## src/hdl/pxab_pkg.sv

```systemverilog
// Shared types, format codes and channel layout for the pixel store with alpha blend.
`default_nettype none

package pxab_pkg;

    // Pixel format codes (byte order of one pixel).
    localparam logic [2:0] FMT_RGB  = 3'd0;
    localparam logic [2:0] FMT_RGBA = 3'd1;
    localparam logic [2:0] FMT_ARGB = 3'd2;
    localparam logic [2:0] FMT_BGR  = 3'd3;
    localparam logic [2:0] FMT_BGRA = 3'd4;
    localparam logic [2:0] FMT_ABGR = 3'd5;

    // Register indexes on the configuration port.
    localparam logic [1:0] REG_FORMAT = 2'd0;
    localparam logic [1:0] REG_WIDTH  = 2'd1;
    localparam logic [1:0] REG_HEIGHT = 2'd2;

    // Channel numbers inside one pixel transaction.
    localparam logic [1:0] CH_RED   = 2'd0;
    localparam logic [1:0] CH_GREEN = 2'd1;
    localparam logic [1:0] CH_BLUE  = 2'd2;
    localparam logic [1:0] CH_ALPHA = 2'd3;

    // Request codes.
    localparam logic REQ_PUT = 1'b0;
    localparam logic REQ_GET = 1'b1;

    localparam logic [7:0] ALPHA_OPAQUE = 8'hFF;

    localparam logic [2:0] FMT_RESET    = FMT_RGBA;
    localparam logic [8:0] WIDTH_RESET  = 9'd256;
    localparam logic [8:0] HEIGHT_RESET = 9'd256;

    typedef struct packed {
        logic       load;
        logic       mul_y;
        logic       base;
        logic       rd;
        logic       cap;
        logic       mul;
        logic       div;
        logic       wr;
        logic       emit;
        logic [1:0] ch;
    } pxab_cmd_t;

    typedef struct packed {
        logic skip;
        logic is_get;
        logic has_alpha;
    } pxab_stat_t;

    function automatic logic fmt_has_alpha(input logic [2:0] fmt);
        return (fmt != FMT_RGB) && (fmt != FMT_BGR);
    endfunction

    // Byte offset of a channel within a pixel for a given format.
    function automatic logic [1:0] chan_pos(input logic [2:0] fmt, input logic [1:0] ch);
        logic [1:0] pos;
        pos = 2'd0;
        case (fmt)
            FMT_RGB, FMT_RGBA: pos = ch;
            FMT_ARGB: pos = (ch == CH_ALPHA) ? 2'd0 : ch + 2'd1;
            FMT_BGR, FMT_BGRA: pos = (ch == CH_ALPHA) ? 2'd3 : 2'd2 - ch;
            FMT_ABGR: pos = 2'd3 - ch;
            default: pos = 2'd0;
        endcase
        return pos;
    endfunction

endpackage

`default_nettype wire

```

## src/hdl/pxab_ctrl.sv

```systemverilog
// Controller state machine that sequences address, read, blend and write steps.
`default_nettype none

module pxab_ctrl
    import pxab_pkg::*;
(
    input  wire logic       clk,
    input  wire logic       rst_n,
    input  wire logic       start,
    output logic            busy,
    input  wire pxab_stat_t stat,
    output pxab_cmd_t       cmd
);

    localparam logic [3:0] S_IDLE = 4'd0;
    localparam logic [3:0] S_MULY = 4'd1;
    localparam logic [3:0] S_BASE = 4'd2;
    localparam logic [3:0] S_RD   = 4'd3;
    localparam logic [3:0] S_CAP  = 4'd4;
    localparam logic [3:0] S_MUL  = 4'd5;
    localparam logic [3:0] S_DIV  = 4'd6;
    localparam logic [3:0] S_WR   = 4'd7;
    localparam logic [3:0] S_DONE = 4'd8;

    logic [3:0] state_reg;
    logic [3:0] state_next;
    logic [1:0] ch_reg;
    logic [1:0] ch_next;
    logic [1:0] last_ch;

    assign last_ch = stat.has_alpha ? CH_ALPHA : CH_BLUE;
    assign busy    = (state_reg != S_IDLE);

    always_comb
    begin
        state_next = state_reg;
        ch_next    = ch_reg;
        cmd        = '0;
        cmd.ch     = ch_reg;
        case (state_reg)
            S_IDLE:
            begin
                if (start)
                begin
                    cmd.load   = 1'b1;
                    state_next = S_MULY;
                end
            end
            S_MULY:
            begin
                cmd.mul_y  = 1'b1;
                state_next = stat.skip ? S_DONE : S_BASE;
            end
            S_BASE:
            begin
                cmd.base   = 1'b1;
                ch_next    = CH_RED;
                if (stat.is_get || stat.has_alpha)
                begin
                    state_next = S_RD;
                end
                else
                begin
                    state_next = S_WR;
                end
            end
            S_RD:
            begin
                cmd.rd     = 1'b1;
                state_next = stat.is_get ? S_CAP : S_MUL;
            end
            S_CAP:
            begin
                cmd.cap = 1'b1;
                if (ch_reg == last_ch)
                begin
                    state_next = S_DONE;
                end
                else
                begin
                    ch_next    = ch_reg + 2'd1;
                    state_next = S_RD;
                end
            end
            S_MUL:
            begin
                cmd.mul    = 1'b1;
                state_next = S_DIV;
            end
            S_DIV:
            begin
                cmd.div    = 1'b1;
                state_next = S_WR;
            end
            S_WR:
            begin
                cmd.wr = 1'b1;
                if (ch_reg == last_ch)
                begin
                    state_next = S_DONE;
                end
                else
                begin
                    ch_next = ch_reg + 2'd1;
                    // The alpha byte is written as opaque without a read.
                    if (stat.has_alpha && (ch_reg != CH_BLUE))
                    begin
                        state_next = S_RD;
                    end
                    else
                    begin
                        state_next = S_WR;
                    end
                end
            end
            S_DONE:
            begin
                cmd.emit   = 1'b1;
                state_next = S_IDLE;
            end
            default:
            begin
                state_next = S_IDLE;
            end
        endcase
    end

    always_ff @(posedge clk or negedge rst_n)
    begin
        if (!rst_n)
        begin
            state_reg <= S_IDLE;
            ch_reg    <= CH_RED;
        end
        else
        begin
            state_reg <= state_next;
            ch_reg    <= ch_next;
        end
    end

    a_wr_only_on_put: assert property (@(posedge clk) disable iff (!rst_n)
        cmd.wr |-> !stat.is_get)
        else $error("store written during a get transaction");

    a_cap_after_read: assert property (@(posedge clk) disable iff (!rst_n)
        cmd.cap |-> $past(cmd.rd))
        else $error("capture without a preceding read");

    a_mul_after_read: assert property (@(posedge clk) disable iff (!rst_n)
        cmd.mul |-> ($past(cmd.rd) && stat.has_alpha))
        else $error("blend multiply without fresh read data");

    a_emit_ends: assert property (@(posedge clk) disable iff (!rst_n)
        cmd.emit |=> !busy)
        else $error("controller still busy after the result");

endmodule

`default_nettype wire

```

## config.mk

```make
export PLATFORM = sky130hd
export DESIGN_NAME = pxab_ctrl
export DESIGN_NICKNAME = d
export VERILOG_FILES = /design/src/hdl/pxab_pkg.sv /design/src/hdl/pxab_ctrl.sv
export SDC_FILE = /design/constraint.sdc
export NUM_CORES = 1
export LEC_CHECK = 0
export ABC_AREA = 1
export BUFFER_PORTS_ARGS = -buffer_cell sky130_fd_sc_hd__buf_2
export CELL_PAD_IN_SITES_DETAIL_PLACEMENT = 0
export CELL_PAD_IN_SITES_GLOBAL_PLACEMENT = 1
export CORE_MARGIN = 4
export CORE_UTILIZATION = 33
export DETAILED_ROUTE_END_ITERATION = 8
export PLACE_DENSITY = 0.8
export SLEW_MARGIN = 10
export SYNTH_ARGS = -nofsm -noshare
export SYNTH_HDL_FRONTEND = slang
export SYNTH_SLANG_ARGS = --single-unit
```

## constraint.sdc

```tcl
create_clock -name clk -period 1.97 [get_ports clk]
set_input_delay 0 -clock clk [delete_from_list [all_inputs] [get_ports clk]]
set_output_delay 0 -clock clk [all_outputs]
set_load 0.1 [all_outputs]
```

After elaboration in Yosys (flattened, before gate mapping):

Index checks and enable logic that the tools add are counted.

* register bits: 6
* input port bits: 6
* output and inout bits: 12
* word-level logic and storage cells: 43

* add/subtract/negate cells: 1
* eq/ne operators: 12
* multiplexer cells: 21
* reductions and logical operators: 7

Operators with widths (number)
* 4-bit case mux with 8 select lines: 1
* 4-bit by 3-bit == test with 1-bit output (second input constant): 4
* 4-bit two-way mux: 4
* 1-bit two-way mux: 12
* 4-bit by 2-bit == test with 1-bit output (second input constant): 2
* 3-bit two-way mux: 2
* 2-bit != test (second input constant): 3
* 4-bit by 1-bit == test with 1-bit output (second input constant): 1
* 4-bit == test (second input constant): 1
* 4-bit logical NOT: 1
* 2-bit case mux with 2 select lines: 1
* 4-bit nonzero test: 1
* 2-bit by 1-bit adder with 2-bit output (second input constant): 1
* 2-bit == test: 1
* 2-bit two-way mux: 1
* 2-bit AND reduction: 1
* 2-bit nonzero test: 1
* 2-bit OR reduction: 1
* 1-bit logical AND: 1
* 1-bit logical OR: 1

Longest topological paths before layout:

Gate-level depths: netlist (run 1).

* depth in word-level cells: 5
* gate-level depth with buffers: 8
* mapped depth without buffers: 8

Worst setup path before layout (run 1):

No wires, ideal clock.

* kind: reg-to-output
* start: reg state_reg[1]
* end: out cmd[2] in the netlist's numbering
* arrival time: 3.358 ns
* setup slack: -1.388 ns
* stages on the path, launching flop included: 2
* cell sequence: dfrtp_1 > nor4_1

RTL lines
* start, declared: line pxab_ctrl.sv:25 `logic [3:0] state_reg;`
* start signal, assigned: line pxab_ctrl.sv:137 `state_reg <= state_next;`
* end, declared: line pxab_ctrl.sv:12 `output pxab_cmd_t cmd`

==> flow_metrics.py, run 1 <==
metrics = {
    "run_status": {
        "status": "completed",
    },
    "yosys": {
        "synth.yosys.warnings": 0,
        "synthCells": 72,
        "synth_seq_cells": 6,
        "ys_types": 17,
        "syn_nets": 79,
        "seq_area_frac_synth_pct": 31.4,
        "mappedNetlistArea_sq_um": 478,
        "avgSynthCellArea_sq_um": 6.64,
    },
    "global_route": {
        "grtUsageTotal_pct": 13.6,
        "grt_pass1_wl_um": 1970,
        "antenna_found_initial": 0,
        "grt_pass1_vias": 460,
        "grt_overflow": 0,
        "grt_max_degree": 7,
    },
    "floorplan": {
        "die_h_um": 46.1,
        "fp.coreArea_sq_um": 1330,
        "pin_count": 18,
        "dieArea_sq_um": 2120,
        "die_x_um": 46.1,
        "initial_core_util_pct": 35.8,
        "rows": 13,
    },
    "placement": {
        "dp.final_hpwl_um": 923,
        "port_buffers": 17,
        "finalWeightedCongestion": 0.755,
    },
    "critical_path": {
        "end_kind": "primary output",
        "crit_type": "reg2out",
        "required_ps": 1970,
        "crit_cells": 4,
        "path_cells": "nor2_2 -> nand2_1 -> nor2_4 -> buf_2",
        "critPathBufInv": 1,
        "critPathTopFamily": "simple AND/OR/NAND/NOR gates",
        "startpoint_type": "register",
        "rr_worst_depth": 8,
        "crit_slowest_cell": "dfrtp_1",
        "path_max_fanout": 4,
        "max_stage_delay_ps": 420,
        "worstPathArrival_ps": 1540,
    },
    "route": {
        "num_vias": 492,
        "routed_wl_um": 1090,
        "drc": 0,
        "dr.pass1.iters": 2,
        "drt-wirelength-per-cell_um": 9.95,
        "ant_nets": 0,
        "drtIter0Drc": 2,
        "viasPerCell": 4.51,
    },
    "cells_and_area": {
        "layout_commonest_cell": "buf_2",
        "drive_above_1_share_pct": 44.7,
        "largest_register_ffs": 4,
        "final_cell_mix": "17 x buf_2, 14 x nand2_1, 11 x inv_1",
        "diodes": 0,
        "fin_util_pct": 48.0,
        "syn_to_final_growth_pct": 34.0,
        "nets": 103,
    },
    "timing": {
        "skew_ps": 4.14,
        "finalHoldViolCount": 0,
        "slew_headroom_pct": 67.7,
        "finalSetupViolations": 0,
        "finalMaxSlewViolations": 0,
        "worstMarginPinSlew_ps": 487,
        "fin_crit_ps": 1540,
        "rsz0062_at_grt": "no",
        "fmax_ghz": 0.651,
        "min_period_over_period_pct": 78.0,
    },
    "clock_network": {
        "cts_root_buf": "clkbuf_4",
        "clk_pin_slew_ps": 40,
        "clockBufferDepth": 2,
        "clkLatencyLatePin_ps": 240,
        "cts.sinks": 6,
        "cts_tree": "done",
        "cts_buffers": 3,
        "cts.htree.levels": 1,
        "cts.repair.resized": 0,
    },
    "worst_hold_path": {
        "worst_hold_path_type": "in2reg",
        "hold_depth": 3,
    },
    "run": {
        "cap_violations": 0,
    },
}
routing by layer:
| metal | vias to the layer above | GRT usage, % | routed length (um) |
|---|---|---|---|
| li1 | 266 | - | - |
| met1 | 214 | 16.4 | 486 |
| met2 | 10 | 20.3 | 530 |
| met3 | 2 | 5.86 | 49 |
| met4 | 0 | 6.82 | 19 |
| met5 | - | 0 | 0 |
layout make-up:
type,instances,area (sq um)
clock buffers,3,22.5
flip-flops and latches,6,150
fillers,137,693
inverters,18,67.6
multi-input cells,48,277
well taps,15,18.8
repair buffers,19,105
synth_stat cells (all sizes together):
cell / n / area, sq um
nand2: 22 / 103
inv: 16 / 60.1
dfrtp: 6 / 150
nor4: 1 / 6.26
o21ai: 1 / 5.00
ha: 1 / 12.5
nor2: 12 / 67.6
nor3: 1 / 10.0
a21oi: 1 / 5.00
nand4: 1 / 6.26
clkinv: 2 / 7.51
nand3: 6 / 30.0
o211ai: 2 / 15.0
worst paths after layout:
check                             start            to  slack, ps
max reg2reg                state_reg[0]     ch_reg[1]        820
min                               start  state_reg[0]         20
max in group asynchronous         rst_n  state_reg[1]       1720
min in group asynchronous         rst_n  state_reg[0]        100
max                        state_reg[2]       cmd[10]        430
min reg2reg                   ch_reg[0]     ch_reg[0]        600
what timing repair did:
action,CTS,global route
hold endpoints to repair,7,0
setup buffers,0,0
hold buffers,2,0
endpoints found under the setup margin,0,0
metrics by stage:
| stage | cell area (sq um) | TNS [ps] | std cells | setup WS (ps) | hold slack (ps) |
|---|---|---|---|---|---|
| 4_1_cts | 641 | 0 | 109 | 415 | 32.8 |
| 5_1_grt | 641 | 0 | 109 | 315 | 31.5 |
| 6_report | 641 | 0 | 109 | 433 | 24.3 |
| 2_1_floorplan | 494 | -218 | 72 | -218 | -296 |
| 3_5_place_dp | 598 | 0 | 104 | 672 | -172 |
| 3_3_place_gp | 598 | 0 | 104 | 661 | -173 |
cell families after synthesis:
family                     synth area share [%]
DFF                                        31.4
buffers and inverters                      14.1
adders and majority gates                  2.62
and+or+nand+nor                            46.6
AOI/OAI and AO/OA                          5.23
worst min-delay path: cells and delay by family:
family | cells | cell delay, ps
buf+inv | 1 | 80
compound gates | 1 | 100
simple gates | 1 | 40
Power of run 1 is not shown: default switching activity piles up to over one toggle a cycle in this logic, so the estimate is an artifact.
==> run 2: changes to the inputs <==
--- a/config.mk
+++ b/config.mk
@@ -5,14 +5,14 @@
 export SDC_FILE = /design/constraint.sdc
 export NUM_CORES = 1
 export LEC_CHECK = 0
-export ABC_AREA = 1
+export ABC_AREA = 0
 export BUFFER_PORTS_ARGS = -buffer_cell sky130_fd_sc_hd__buf_2
 export CELL_PAD_IN_SITES_DETAIL_PLACEMENT = 0
 export CELL_PAD_IN_SITES_GLOBAL_PLACEMENT = 1
 export CORE_MARGIN = 4
-export CORE_UTILIZATION = 33
+export CORE_UTILIZATION = 30
 export DETAILED_ROUTE_END_ITERATION = 8
-export PLACE_DENSITY = 0.8
+export PLACE_DENSITY = 0.72
 export SLEW_MARGIN = 10
 export SYNTH_ARGS = -nofsm -noshare
 export SYNTH_HDL_FRONTEND = slang
==> constraint.sdc (replaced) <==
create_clock -name clk -period 1.3 [get_ports clk]
set_input_delay 0 -clock clk [delete_from_list [all_inputs] [get_ports clk]]
set_output_delay 0 -clock clk [all_outputs]
set_load 0.1 [all_outputs]
==> run 2 against run 1 <==
Compared with the run above:
- the flow now finishes with violations (setup timing)
- first-iteration DRC count increased to 4.5 times the previous value
- synthesized cell count fell by 14%
- design area grew 82%
- critical path depth down 1
- worst setup slack got worse by 540 ps
- synthesized area rose by 9.9%
- cell count is 8.3% higher
- global-route usage grew 2.8 points
- clock-buffer cell count rose by 1
- sequential share of layout area is 9.5 points lower
- clock skew grew 7.3 ps
- critical endpoint is now cmd[2]
==> flow_metrics.py, run 2 <==
metrics = {
    "clock_network": {
        "cts_buffers": 3,
        "cts_root_buf": "clkbuf_4",
        "cts_tree": "done",
        "clockBufferDepth": 2,
        "clk_pin_slew_ps": 60,
        "cts.htree.levels": 1,
        "cts.sinks": 6,
        "clkLatencyLatePin_ps": 250,
    },
    "floorplan": {
        "pin_count": 18,
        "dieArea_sq_um": 2490,
        "die_h_um": 49.9,
        "rows": 14,
        "die_x_um": 49.9,
        "initial_core_util_pct": 33.3,
        "fp.coreArea_sq_um": 1580,
    },
    "yosys": {
        "yosysTopAreaCellShare_pct": 28.6,
        "synth.area.top_cells": "dfrtp_1 29%, nor2_1 5.7%, nand2b_1 4.8%",
        "yosysMostFrequentCell": "nor2_1",
        "synth_seq_cells": 6,
        "ys_types": 35,
        "synthArstFlopShare_pct": 100,
        "mappedNetlistArea_sq_um": 526,
        "synthCells": 62,
        "avgSynthCellArea_sq_um": 8.48,
        "seq_area_frac_synth_pct": 28.6,
        "synth_edf_count": 0,
        "yosysTopAreaCell": "dfrtp_1",
        "syn_nets": 69,
        "ys_top_cells_by_count": "8 x nor2_1, 6 x dfrtp_1, 4 x nand2b_1",
        "synth-main-ff-cell": "dfrtp_1",
        "synth.yosys.warnings": 0,
    },
    "route": {
        "wl_met3_um": 95,
        "drc": 0,
        "wl_met2_um": 964,
        "drtIter0Drc": 9,
        "num_vias": 634,
        "dr.pass1.iters": 4,
        "dr.max_layer_used": "met4",
        "drt-wirelength-per-cell_um": 15.5,
        "routed_wl_um": 1830,
        "ant_nets": 0,
        "wl_met1_um": 758,
        "viasPerCell": 5.37,
    },
    "critical_path": {
        "startpoint_type": "register",
        "r2r_end": "ch_reg[0]",
        "crit_slowest_cell": "dfrtp_2",
        "r2r-start": "state_reg[0]",
        "rrSetupSlack_ps": -70,
        "path_cells": "or2_4 -> nor3b_4 -> buf_12",
        "max_stage_delay_ps": 440,
        "end_kind": "primary output",
        "required_ps": 1300,
        "rr_worst_depth": 4,
        "worstPathArrival_ps": 1410,
        "crit_type": "reg2out",
        "path_max_fanout": 6,
    },
    "global_route": {
        "grt_overflow": 0,
        "grt_pass1_vias": 653,
        "grt_max_degree": 13,
        "antenna_found_initial": 0,
        "grt_pass1_wl_um": 3040,
        "grtUsageTotal_pct": 16.4,
    },
    "timing": {
        "rsz0062_at_grt": "yes",
        "fin_crit_ps": 1410,
        "worstMarginPinSlew_ps": 483,
        "hold_ws_ps": 90.3,
        "setup_slack_ps": -109,
        "finalMaxSlewViolations": 0,
        "fmax_ghz": 0.710,
        "slew_headroom_pct": 68.0,
        "min_period_over_period_pct": 108,
        "skew_ps": 11.5,
        "finalSetupViolations": 7,
        "finalHoldViolCount": 0,
    },
    "run_status": {
        "failed_checks": "setup timing",
        "status": "complete, but fails checks",
    },
    "worst_hold_path": {
        "worst_hold_path_type": "in2async",
    },
    "cells_and_area": {
        "largest_register_ffs": 4,
        "drive_above_1_share_pct": 70.6,
        "final_cell_mix": "15 x buf_4, 12 x buf_12, 6 x nor2_4, 6 x buf_2",
        "syn_to_final_growth_pct": 122,
        "design_area_sq_um": 1170,
        "layout_commonest_cell": "buf_4",
        "diodes": 0,
        "nets": 110,
    },
    "placement": {
        "placed_cell_area_sq_um": 971,
        "port_buffers": 17,
        "dp.final_hpwl_um": 1330,
        "finalWeightedCongestion": 0.805,
    },
    "run": {
        "cap_violations": 0,
    },
}
-- run 2: cell types whose count changed after synthesis, sizes merged, moves of 3 or more --
cell / before / now
buf: 0 / 3
inv: 16 / 2
nand2: 22 / 3
nand2b: 0 / 4
nand3: 6 / 0
nor2: 12 / 8
nor2b: 0 / 3
nor3: 1 / 4
-- run 2: layout make-up --
type	count	area [sq um]
multi-input combinational	51	488
timing repair buffer	39	463
fill	115	409
sequential	6	163
clock buffer	4	26.3
tap	16	20.0
inverter	2	7.51
-- run 2: critical path: cells and delay by family, from the launching register on --
kind | cells | cell delay (ps)
and+or+nand+nor | 2 | 520
DFF | 1 | 440
buffers and inverters | 1 | 200
-- run 2: through the flow --
stage               cells  TNS, ps  worst slack, ps  utilization (%)
floorplan              62    -1590             -468                -
global placement      104        0             12.8             61.6
detailed placement    104        0             4.14             61.6
CTS                   112     -306             -126             68.5
global route          118    -1050             -169             74.0
finish                118     -449             -109             74.0
-- run 2: cell families after synthesis --
group / count (synthesis) / synth area share [%]
buffers and inverters: 5 / 5.48
AO/OA/AOI/OAI: 19 / 28.8
XOR/XNOR: 2 / 3.33
AND/OR/NAND/NOR: 29 / 31.4
adder cells (fa/ha/maj): 1 / 2.38
flip-flops: 6 / 28.6
-- run 2: worst max-delay path by stage --
| stage | startpoint | end | slack (ps) | depth (start not counted) |
|---|---|---|---|---|
| floorplan | state_reg[1] | ch_reg[0] | -470 | 3 |
| global placement | state_reg[0] | ch_reg[1] | 10 | 3 |
| detailed placement | state_reg[0] | ch_reg[1] | 4 | 3 |
| CTS | state_reg[0] | cmd[2] | -130 | 3 |
| global route | state_reg[1] | cmd[2] | -170 | 3 |
| finish | state_reg[0] | cmd[2] | -110 | 3 |
-- run 2: metal layers --
| metal | vias up | GRT usage (%) |
|---|---|---|
| li1 | 305 | - |
| met3 | 2 | 7.53 |
| met5 | - | 0 |
| met2 | 17 | 25.3 |
| met4 | 0 | 3.23 |
| met1 | 310 | 20.8 |
-- run 2: timing repair --
| action | in CTS | in global routing |
|---|---|---|
| buffers inserted | 3 | 5 |
| cloned | 0 | 1 |
| hold endpoints to repair | 6 | 0 |
| pin swaps | 9 | 5 |
| endpoints found under the setup margin | 12 | 14 |
| resized for setup | 14 | 5 |
| hold buffers | 1 | 0 |
Power of run 2 is left out for the same reason.
